[src/hw/rtl/lpob_pkg.sv]
`timescale 1ns / 1ps
package lpob_pkg;

  localparam int SCREEN_WIDTH_DEF  = 256;
  localparam int SCREEN_HEIGHT_DEF = 224;

  localparam logic [23:0] HEAT_TINT  = 24'hFF6020;
  localparam logic [23:0] WARN_TINT  = 24'hFF2810;
  localparam logic [23:0] GLOW_TINT  = 24'hFF9030;
  localparam logic [23:0] CREST_TINT = 24'hFFE080;
  localparam logic [23:0] BODY_TINT  = 24'hE03808;
  localparam logic [23:0] DEEP_TINT  = 24'h801000;

  localparam int TIER_FULL  = 48;
  localparam int WARN_RANGE = 240;
  localparam int WARN_STEP  = 60;
  localparam int WAVE_AMP   = 2;

  // x mod 97 via reciprocal: q = (x * BUB_RECIP) >> BUB_SHIFT, exact for x < 2^27
  localparam int unsigned BUB_MOD   = 97;
  localparam logic [27:0] BUB_RECIP = 28'd177112054;
  localparam int          BUB_SHIFT = 34;

  typedef enum logic [2:0] {
    KIND_NONE,
    KIND_WARN,
    KIND_CREST,
    KIND_BODY,
    KIND_GLOW
  } kind_t;

  typedef enum logic [1:0] {
    DIV3,
    DIV5,
    DIV48
  } div_t;

  typedef enum logic [2:0] {
    REG_CLIMB,
    REG_TIER,
    REG_LAVA,
    REG_FLOOR,
    REG_VIEW,
    REG_LEFT,
    REG_FRAME
  } reg_idx_t;

  typedef struct packed {
    logic               climb;
    logic [5:0]         tier;
    logic               lava;
    logic signed [23:0] floor_row;
    logic signed [23:0] view_row;
    logic [15:0]        left_col;
    logic [23:0]        frame;
  } cfg_t;

  typedef struct packed {
    kind_t              kind;
    logic [2:0]         warn_n;
    logic               deep;
    logic               d16;
    logic signed [27:0] sum;
    logic [5:0]         heat_n;
  } cls_t;

  function automatic logic [5:0] d_value(div_t d);
    case (d)
      DIV3:    d_value = 6'd3;
      DIV5:    d_value = 6'd5;
      DIV48:   d_value = 6'(TIER_FULL);
      default: d_value = 6'd5;
    endcase
  endfunction

  function automatic logic signed [2:0] wave_of(logic [3:0] i);
    logic signed [2:0] w;
    case (i)
      4'd1, 4'd2, 4'd9, 4'd10:   w = 3'sd1;
      4'd5, 4'd6, 4'd13, 4'd14:  w = -3'sd1;
      default:                   w = 3'sd0;
    endcase
    wave_of = 3'(w * 3'(WAVE_AMP));
  endfunction

endpackage

[src/hw/rtl/lpob_class.sv]
`timescale 1ns / 1ps
module lpob_class #(
  parameter int SCREEN_WIDTH  = lpob_pkg::SCREEN_WIDTH_DEF,
  parameter int SCREEN_HEIGHT = lpob_pkg::SCREEN_HEIGHT_DEF
) (
  input  lpob_pkg::cfg_t cfg,
  input  logic [7:0]     col,
  input  logic [7:0]     row,
  output lpob_pkg::cls_t cls
);
  import lpob_pkg::*;

  localparam logic signed [25:0] H26 = 26'(SCREEN_HEIGHT);

  logic               offscreen;
  logic signed [25:0] surf;
  logic signed [25:0] row26;
  logic signed [25:0] gap;
  logic signed [25:0] depth;
  logic [7:0]         g;
  logic [3:0]         wave_idx;
  logic signed [18:0] phase;
  logic               warn;

  always_comb begin
    offscreen = (32'(col) >= 32'(SCREEN_WIDTH)) || (32'(row) >= 32'(SCREEN_HEIGHT));
    surf      = 26'(cfg.floor_row) - 26'(cfg.view_row);
    row26     = $signed({18'b0, row});
    gap       = surf - H26;
    depth     = row26 - surf;
    g         = 8'(26'(WARN_RANGE) - gap);
    warn      = (gap < 26'sd240) && (row26 >= H26 - 26'sd4)
                && ((gap < 26'sd80) ? cfg.frame[3] : cfg.frame[4]);
    wave_idx  = row[4:1] + cfg.frame[5:2];
    phase     = $signed({11'b0, col}) + $signed({3'b0, cfg.left_col})
                + 19'(wave_of(wave_idx));

    cls.sum   = (28'(phase) * 28'sd5) + $signed({18'b0, row, 2'b0})
                + $signed({3'b0, cfg.frame, 1'b0}) + $signed({4'b0, cfg.frame});
    cls.deep  = depth > 26'sd48;
    cls.d16   = depth > 26'sd16;
    if (g >= 8'(4 * WARN_STEP))      cls.warn_n = 3'd5;
    else if (g >= 8'(3 * WARN_STEP)) cls.warn_n = 3'd4;
    else if (g >= 8'(2 * WARN_STEP)) cls.warn_n = 3'd3;
    else if (g >= 8'(WARN_STEP))     cls.warn_n = 3'd2;
    else                             cls.warn_n = 3'd1;

    if (!cfg.climb || offscreen) begin
      cls.heat_n = 6'd0;
    end else if (cfg.tier > 6'(TIER_FULL)) begin
      cls.heat_n = 6'(TIER_FULL);
    end else begin
      cls.heat_n = cfg.tier;
    end

    cls.kind = KIND_NONE;
    if (cfg.climb && !offscreen && cfg.lava) begin
      if (surf >= H26) begin
        if (warn) cls.kind = KIND_WARN;
      end else if (row26 >= surf) begin
        cls.kind = (depth < 26'sd2) ? KIND_CREST : KIND_BODY;
      end else if (row26 == surf - 26'sd1) begin
        cls.kind = KIND_GLOW;
      end
    end
  end

endmodule

[src/hw/rtl/lpob_blend_mul.sv]
`timescale 1ns / 1ps
module lpob_blend_mul (
  input  logic [23:0]        a,
  input  logic [23:0]        b,
  input  logic [5:0]         n,
  input  lpob_pkg::div_t     d,
  output logic [2:0][13:0]   prod
);
  import lpob_pkg::*;

  logic [5:0] dn;

  always_comb begin
    dn = d_value(d) - n;
    for (int i = 0; i < 3; i++) begin
      prod[i] = 14'(a[8*i +: 8]) * 14'(dn) + 14'(b[8*i +: 8]) * 14'(n);
    end
  end

endmodule

[src/hw/rtl/lpob_blend_div.sv]
`timescale 1ns / 1ps
module lpob_blend_div (
  input  logic [2:0][13:0] prod,
  input  lpob_pkg::div_t   d,
  output logic [23:0]      color
);
  import lpob_pkg::*;

  logic [19:0] p48 [3];
  logic [25:0] p5  [3];
  logic [25:0] p3  [3];

  always_comb begin
    for (int i = 0; i < 3; i++) begin
      p48[i] = 20'(prod[i][13:4]) * 20'd683;
      p5[i]  = 26'(prod[i]) * 26'd3277;
      p3[i]  = 26'(prod[i]) * 26'd2731;
      case (d)
        DIV48:   color[8*i +: 8] = p48[i][18:11];
        DIV3:    color[8*i +: 8] = p3[i][20:13];
        default: color[8*i +: 8] = p5[i][21:14];
      endcase
    end
  end

endmodule

[src/hw/rtl/lava_pixel_overlay_blender_unit.sv]
`timescale 1ns / 1ps
// Lava pixel overlay blender.
// Input stream s_*: one pixel word per beat, tdata = {base_color, pixel_row, pixel_col}.
// Output stream m_*: one blended color word per input word, in order.
// Config: write cfg_data to register cfg_index when cfg_we is high; change registers
// only while the pipe is empty. Index 0 climb_mode_on, 1 difficulty_tier, 2 lava_on,
// 3 lava_floor_row, 4 view_top_row, 5 view_left_col, 6 frame_count.
// Pipeline: 5 register stages (classify, heat products plus bubble reciprocal multiply,
// heat divide plus tint select, lava products, lava divide); m_tvalid rises when the word
// leaves the lava divide stage, and the word is taken at an edge with m_tready high.
// Throughput: one pixel per clock while m_tready is high; every stage has its own valid bit.
// Each stage advances when it is empty or the stage after it advances, so bubbles
// close up and input is still taken while a result waits on m_tready.
// A stalled receiver backs the pipe up, and s_tready drops only when all five stages
// hold words. Nothing is lost or repeated.
// Reset (rst, synchronous) clears all valid bits and all config registers to 0.
module lava_pixel_overlay_blender_unit #(
  parameter int SCREEN_WIDTH  = lpob_pkg::SCREEN_WIDTH_DEF,
  parameter int SCREEN_HEIGHT = lpob_pkg::SCREEN_HEIGHT_DEF
) (
  input  logic        clk,
  input  logic        rst,
  input  logic        s_tvalid,
  output logic        s_tready,
  input  logic [39:0] s_tdata,  // pixel_col[7:0], pixel_row[15:8], base_color[39:16]
  output logic        m_tvalid,
  input  logic        m_tready,
  output logic [23:0] m_tdata,  // out_color[23:0]
  input  logic        cfg_we,
  input  logic [2:0]  cfg_index,
  input  logic [23:0] cfg_data
);
  import lpob_pkg::*;

  cfg_t cfg;
  cls_t cls_in;

  always_ff @(posedge clk) begin
    if (rst) begin
      cfg <= '0;
    end else if (cfg_we) begin
      case (cfg_index)
        REG_CLIMB: cfg.climb     <= cfg_data[0];
        REG_TIER:  cfg.tier      <= cfg_data[5:0];
        REG_LAVA:  cfg.lava      <= cfg_data[0];
        REG_FLOOR: cfg.floor_row <= $signed(cfg_data);
        REG_VIEW:  cfg.view_row  <= $signed(cfg_data);
        REG_LEFT:  cfg.left_col  <= cfg_data[15:0];
        REG_FRAME: cfg.frame     <= cfg_data;
        default:   ;
      endcase
    end
  end

  lpob_class #(
    .SCREEN_WIDTH (SCREEN_WIDTH),
    .SCREEN_HEIGHT(SCREEN_HEIGHT)
  ) u_class (
    .cfg(cfg),
    .col(s_tdata[7:0]),
    .row(s_tdata[15:8]),
    .cls(cls_in)
  );

  logic va, vb, vc, vd, ve;
  logic ra, rb, rc, rd, re;

  always_comb begin
    re = !ve || m_tready;
    rd = !vd || re;
    rc = !vc || rd;
    rb = !vb || rc;
    ra = !va || rb;
  end

  assign s_tready = ra;
  assign m_tvalid = ve;

  // stage A
  logic [23:0] a_pix;
  cls_t        a_cls;

  // stage B
  logic [2:0][13:0] b_prod_next;
  logic [2:0][13:0] b_prod;
  logic [54:0]      b_qprod;
  logic [20:0]      b_q;
  cls_t             b_cls;

  // stage C
  logic [23:0] c_pix_next;
  logic [26:0] rem;
  logic        bubble;
  logic [23:0] c_tint_next;
  logic [5:0]  c_n_next;
  div_t        c_d_next;
  logic [23:0] c_pix;
  logic [23:0] c_tint;
  logic [5:0]  c_n;
  div_t        c_d;

  // stage D
  logic [2:0][13:0] d_prod_next;
  logic [2:0][13:0] d_prod;
  div_t             d_d;

  logic [23:0] out_next;

  lpob_blend_mul u_heat_mul (
    .a(a_pix), .b(HEAT_TINT), .n(a_cls.heat_n), .d(DIV48), .prod(b_prod_next)
  );

  assign b_qprod = 55'(a_cls.sum[26:0]) * 55'(BUB_RECIP);

  lpob_blend_div u_heat_div (.prod(b_prod), .d(DIV48), .color(c_pix_next));

  always_comb begin
    rem    = b_cls.sum[26:0] - 27'({6'b0, b_q} * 27'(BUB_MOD));
    bubble = b_cls.sum[27] || (rem < 27'd3);
    c_tint_next = 24'd0;
    c_n_next    = 6'd0;
    c_d_next    = DIV5;
    case (b_cls.kind)
      KIND_WARN: begin
        c_tint_next = WARN_TINT;
        c_n_next    = 6'(b_cls.warn_n);
      end
      KIND_CREST: begin
        c_tint_next = CREST_TINT;
        c_n_next    = 6'd4;
      end
      KIND_BODY: begin
        c_tint_next = bubble ? CREST_TINT : (b_cls.deep ? DEEP_TINT : BODY_TINT);
        c_n_next    = b_cls.d16 ? 6'd4 : 6'd3;
      end
      KIND_GLOW: begin
        c_tint_next = GLOW_TINT;
        c_n_next    = 6'd1;
        c_d_next    = DIV3;
      end
      default: ;
    endcase
  end

  lpob_blend_mul u_lava_mul (
    .a(c_pix), .b(c_tint), .n(c_n), .d(c_d), .prod(d_prod_next)
  );

  lpob_blend_div u_lava_div (.prod(d_prod), .d(d_d), .color(out_next));

  always_ff @(posedge clk) begin
    if (rst) begin
      va <= 1'b0;
      vb <= 1'b0;
      vc <= 1'b0;
      vd <= 1'b0;
      ve <= 1'b0;
    end else begin
      if (ra) va <= s_tvalid;
      if (rb) vb <= va;
      if (rc) vc <= vb;
      if (rd) vd <= vc;
      if (re) ve <= vd;
    end
  end

  always_ff @(posedge clk) begin
    if (ra) begin
      a_pix <= s_tdata[39:16];
      a_cls <= cls_in;
    end
    if (rb) begin
      b_prod <= b_prod_next;
      b_q    <= b_qprod[BUB_SHIFT +: 21];
      b_cls  <= a_cls;
    end
    if (rc) begin
      c_pix  <= c_pix_next;
      c_tint <= c_tint_next;
      c_n    <= c_n_next;
      c_d    <= c_d_next;
    end
    if (rd) begin
      d_prod <= d_prod_next;
      d_d    <= c_d;
    end
    if (re) begin
      m_tdata <= out_next;
    end
  end

  a_full_when_blocked: assert property (@(posedge clk) disable iff (rst)
    !s_tready |-> va && vb && vc && vd && ve)
    else $error("input blocked with an empty stage");

  a_lava_weight: assert property (@(posedge clk) disable iff (rst)
    vc |-> (c_n <= 6'd5) && (c_d != DIV3 || c_n <= 6'd1) && c_d != DIV48)
    else $error("lava blend weight out of range");

  a_deep_implies_d16: assert property (@(posedge clk) disable iff (rst)
    vb && b_cls.kind == KIND_BODY && b_cls.deep |-> b_cls.d16)
    else $error("depth flags inconsistent");

endmodule
[config.mk]
export PLATFORM = sky130hd
export DESIGN_NAME = lava_pixel_overlay_blender_unit
export DESIGN_NICKNAME = d
export VERILOG_FILES = /design/src/hw/rtl/lpob_pkg.sv /design/src/hw/rtl/lpob_class.sv /design/src/hw/rtl/lpob_blend_mul.sv /design/src/hw/rtl/lpob_blend_div.sv /design/src/hw/rtl/lava_pixel_overlay_blender_unit.sv
export SDC_FILE = /design/constraint.sdc
export NUM_CORES = 2
export LEC_CHECK = 0
export ABC_AREA = 1
export BUFFER_PORTS_ARGS = -buffer_cell sky130_fd_sc_hd__buf_4
export CAP_MARGIN = 20
export CORE_UTILIZATION = 35
export CTS_CLUSTER_SIZE = 12
export DETAILED_ROUTE_END_ITERATION = 6
export GPL_TIMING_DRIVEN = 1
export PLACE_DENSITY = 0.55
export SKIP_CTS_REPAIR_TIMING = 1
export SYNTH_ARGS = -nofsm -noshare
export SYNTH_HDL_FRONTEND = slang
export SYNTH_SLANG_ARGS = --single-unit
[constraint.sdc]
create_clock -name clk -period 19.34 [get_ports clk]
set_input_delay 5.802 -clock clk [delete_from_list [all_inputs] [get_ports clk]]
set_output_delay 5.802 -clock clk [all_outputs]
set_load 0.01 [all_outputs]
======== Word-level counts from Yosys, hierarchy flattened ========
Memory sizes are Yosys's and may differ from the RTL's.
Cells that the tools add are included.
storage, ports and cells
  register bits after elaboration ......... 390
  bits in read-only memories .............. 48
  memories kept ........................... 1
memory list
  name             depth  bits a word  rd ports  clocked after Yosys merged registers in  wr ports  line            source
  (no name shown)  16     3            1         0                                        0         lpob_pkg.sv:78  case (i)
operators by class
  $add $sub $neg .......................... 20
  multipliers ............................. 26
  order comparisons ....................... 15
  eq/ne operators ......................... 13
  mux-type cells .......................... 20
  reduce and logical (&&, ||, !) cells .... 30
operators by type and width
  kind                      number
  $mul A8 B6 Y14            9
  $mul A10 B10 Y19 const B  6
  $pmux W24 S4              1
  $add A14 B14 Y14          5
  $mul A14 B12 Y22 const B  3
  $mul A14 B12 Y21 const B  3
  $mul A27 B27 Y54 const B  1
  $pmux W8 S2               3
  $mux W23                  2
  $ge A8 B8 Y1 const B      4
  $add A28 B11 Y28          1
  $add A28 B25 Y28          1
  $add A28 B26 Y28          1
  $lt A27 B2 Y1 const B     1
  $mul A21 B7 Y27 const B   1
  $sub A27 B27 Y27          1
  $eq A9 B26 Y1             1
  $gt A26 B6 Y1 const B     1
  $gt A26 B7 Y1 const B     1
  $lt A26 B3 Y1 const B     1
  $lt A26 B8 Y1 const B     1
  $lt A26 B9 Y1 const B     1
  $sub A25 B2 Y26 const B   1
  $sub A25 B9 Y26 const B   1
  other kinds (34)          73

======== Longest topological paths before layout ========
  word-level depth ........................ 7
  gate-level depth with buffers ........... 44

======== By module ========
From an unflattened synthesis, not the netlist that was laid out.
unflattened totals
  cells, all modules ...................... 12751
  area total of the unflattened synthesis .. 99507.9 um^2
modules (own cells, without submodules)
  module                           times used  cells each  area each (um^2)  sequential area each (um^2)
  lava_pixel_overlay_blender_unit  1           2927        28821.4           10159.7
  lpob_blend_div at u_lava_div     1           2785        20941.3           0.0
  lpob_blend_div at u_heat_div     1           2796        20920.1           0.0
  lpob_blend_mul at u_lava_mul     1           1415        10098.4           0.0
  lpob_blend_mul at u_heat_mul     1           1417        10084.7           0.0
  lpob_class                       1           1411        8642.0            0.0

======== Worst setup path before layout ========
OpenSTA, ideal clock, no wires.
  kind .................................... input to output
  start point ............................. input m_tready
  end point ............................... output s_tready
  arrival time ............................ 9945 ps
  required time ........................... 13538 ps
  setup slack ............................. 3593 ps
  stages on the path ...................... 8
  buffers on the path ..................... 0
  cell sequence ........................... nor2_1 > inv_1 > nor2_1 > inv_1 > nor2_1 > inv_1 > nor2_1 > nand2_1
between the ends
  longest elaborated chain between the ends .. 5
ends and longest elaborated chain
  item                line                                   source
  start, declared     lava_pixel_overlay_blender_unit.sv:27  input logic m_tready,
  $logic_or A1 B1 Y1  lava_pixel_overlay_blender_unit.sv:69  re = !ve || m_tready;
  via re              lava_pixel_overlay_blender_unit.sv:66  logic ra, rb, rc, rd, re;
  $logic_or A1 B1 Y1  lava_pixel_overlay_blender_unit.sv:70  rd = !vd || re;
  via rd              lava_pixel_overlay_blender_unit.sv:66
  $logic_or A1 B1 Y1  lava_pixel_overlay_blender_unit.sv:71  rc = !vc || rd;
  via rc              lava_pixel_overlay_blender_unit.sv:66
  $logic_or A1 B1 Y1  lava_pixel_overlay_blender_unit.sv:72  rb = !vb || rc;
  $logic_or A1 B1 Y1  lava_pixel_overlay_blender_unit.sv:73  ra = !va || rb;
  end, declared       lava_pixel_overlay_blender_unit.sv:24  output logic s_tready,
The timed path passes the listed nets, and every way through them passes these cells.

======== Worst setup path in the final report ========
Same ends and word-level chain as after synthesis.

==> out/results.txt <==
vias per inst = 4.670
Post-route DRC = 6
Max Cap Viol = 0
die width = 437.5 microns
GRT Total Usage = 0.1726
yosys warns = 0
Post-Route WL = 161.9 mm
Die Area = 0.1914 sq mm
CTS H-Tree Depth = 2
cell mode on critical path = buf_4
Largest stage delay, worst path = 0.50 ns
fmax = 71.17 MHz
Worst Setup Start Kind = input port
crit-path max FO = 45
ANT nets after route = 0
Die Span Y = 437.5 microns
initial antenna violation count = 5
Worst-path clk slew = 0.06 ns
first-pass GRT wire length = 264.8 mm
final setup vio count = 0
RSZ-0062 raised after global routing = no
layout cell share with drive strength beyond 1 = 0.03631
worst setup margin = 5.288 ns
fin util = 0.3816
vias in the first global route = 50120
Syn Area/Cell = 8.810 sq um
clock latency on the worst-skew pair = 0.66 ns
vias = 47540
kind of end point of the critical path = primary output
Final Cycle Share = 0.7266
CTS Root Cell = clkbuf_16
Syn-to-layout area delta = 8.090%
Worst-Margin Slew = 0.9796 ns
sequential area share after synthesis = 0.1476
Largest delay share family, worst path = buffers and inverters
Rel. slew slack = 0.3450
WS Path Type = in2out
Period minus WS final = 14.05 ns
CP max-delay cell = buf_4
outcome = complete, but fails checks
critical path data arrival time = 8.25 ns
Cell Area, Synth = 0.06638 sq mm
Final Hold Viols = 0
worst path required time = 13.54 ns
total negative slack = 0 ns
area of the core = 0.1880 sq mm
Post-Syn Instances = 7534
gr ovfl total = 0
starting density of the core = 0.3531
# rows = 159
synthesized flop and latch total = 360
RePlAce Congestion = 0.9157
CP Buf/Inv Count = 8
Post-synth EDFFs = 259
Final #Nets = 9871
Min Hold Slack = 0.4598 ns
Net Count, Synth = 9762
Post-synth top flop = edfxtp_1
num ports = 98
hold crit path type = reg2reg
dpl hpwl = 141.5 mm
failing checks = DRC
count of cell types in the netlist = 55
CTS Sinks = 360
Post-Route Skew = 0.02907 ns
CTS Buf Count = 48
pre-CTS setup slack = 5.266 ns
clock buffer depth = 3
Port Buf Inserts = 97
Post-synth ARST share = 0
TritonCTS clock tree = done
largest net degree at the start of global routing = 76
Wirelength per Cell = 15.91 microns
DR pass1 iterations = 7
initial drt markers = 2376
CP Cell Sequence = buf_4 -> nor2_1 -> inv_1 -> buf_4 -> nor2_1 -> inv_2 -> buf_4 -> nor2_1 -> inv_1 -> buf_4 -> nor2_1 -> nand2_4 -> buf_4
Max Slew Vio Count = 0
## worst register-to-register path, delay by kind of cell (launching register included)
| kind | cells | cell delay, ns |
|---|---|---|
| buf+inv | 3 | 0.31 |
| flops | 1 | 0.46 |
| simple gates | 11 | 1.11 |
| fa+ha+maj | 8 | 2.79 |
| xor+xnor | 4 | 0.72 |
| compound gates | 14 | 2.56 |
## sequential cells by signal, indices dropped and copies added, names as in the netlist, 3 cells and up
signal	cells
c_n	3
a_pix	24
cfg	96
b_prod	30
b_cls	36
c_tint	11
a_cls	42
c_pix	24
m_tdata	24
d_prod	42
b_q	21
## per-layer routing
metal	GRT usage	up-vias	part of all wire
li1	-	23630	-
met1	0.2401	22950	0.48
met2	0.2863	773	0.46
met3	0.01714	181	0.034
met4	0.04297	2	0.025
met5	0	-	0.000080
## cell usage in the layout (no fill, tap or decap), types with 48 or more instances in the layout
cell / Yosys / routed
inv_1: 2084 / 2082
ha_1: 1210 / 1210
nand2_1: 1027 / 1026
fa_1: 946 / 946
nor2_1: 407 / 407
a21oi_1: 405 / 405
edfxtp_1: 259 / 259
xor2_1: 190 / 190
nand3_1: 182 / 182
o21ai_0: 171 / 171
buf_4: 0 / 113
xnor2_1: 105 / 105
dfxtp_1: 101 / 101
a211oi_1: 64 / 64
clkbuf_16: 0 / 48
## cell type report
type                            instances  area (sq um)
Antenna cell                            2         5.005
Clock buffer                           59          1274
Clock inverter                         31         309.0
Fill cell                           19170        116300
Inverter                             2094          7861
Multi-Input combinational cell       5025         48520
Sequential cell                       360          9799
Tap cell                             2495          3122
Timing Repair Buffer                  114         853.3
## synthesized netlist by cell type (54+ instances only)
master,instances,area share
clkbuf_1,54,0.0031
o21ai_0,171,0.013
xnor2_1,105,0.014
a211oi_1,64,0.0072
ha_1,1210,0.23
nand3_1,182,0.014
inv_1,2084,0.12
a21oi_1,405,0.031
nor2_1,407,0.023
nand2_1,1027,0.058
dfxtp_1,101,0.030
xor2_1,190,0.025
fa_1,946,0.29
edfxtp_1,259,0.12
## kinds of logic (layout without fill, tap and decap cells)
| family | Yosys count | count (layout) | synth area share |
|---|---|---|---|
| flip-flops | 360 | 360 | 0.1476 |
| AO/OA/AOI/OAI | 789 | 789 | 0.06716 |
| AND/OR/NAND/NOR | 1783 | 1783 | 0.1110 |
| other | 1 | 3 | 0.00005650 |
| buffers and inverters | 2149 | 2298 | 0.1215 |
| adder cells (fa/ha/maj) | 2156 | 2156 | 0.5134 |
| XOR/XNOR | 296 | 296 | 0.03917 |
## per-stage QoR
| step | cells | cell area, sq um |
|---|---|---|
| floorplan | 7534 | 66380 |
| finish | 10180 | 71750 |
| detailed placement | 10090 | 70150 |
| global route | 10180 | 71750 |
| global placement | 10090 | 70150 |
| CTS | 10180 | 71740 |
## final timing paths
check,start,to,slack [ns],depth (start not counted)
setup reg to reg,cfg[2]$_SDFFE_PP0P_,a_cls[32]$_DFFE_PP_,11.15,40
hold reg to reg,a_cls[33]$_DFFE_PP_,b_cls[33]$_DFFE_PP_,0.46,0
setup / recovery,m_tready,s_tready,5.29,13
hold / removal,a_cls[33]$_DFFE_PP_,b_cls[33]$_DFFE_PP_,0.46,0
Power is not shown: default switching activity piles up to over one toggle a cycle in this logic, so the estimate is an artifact.
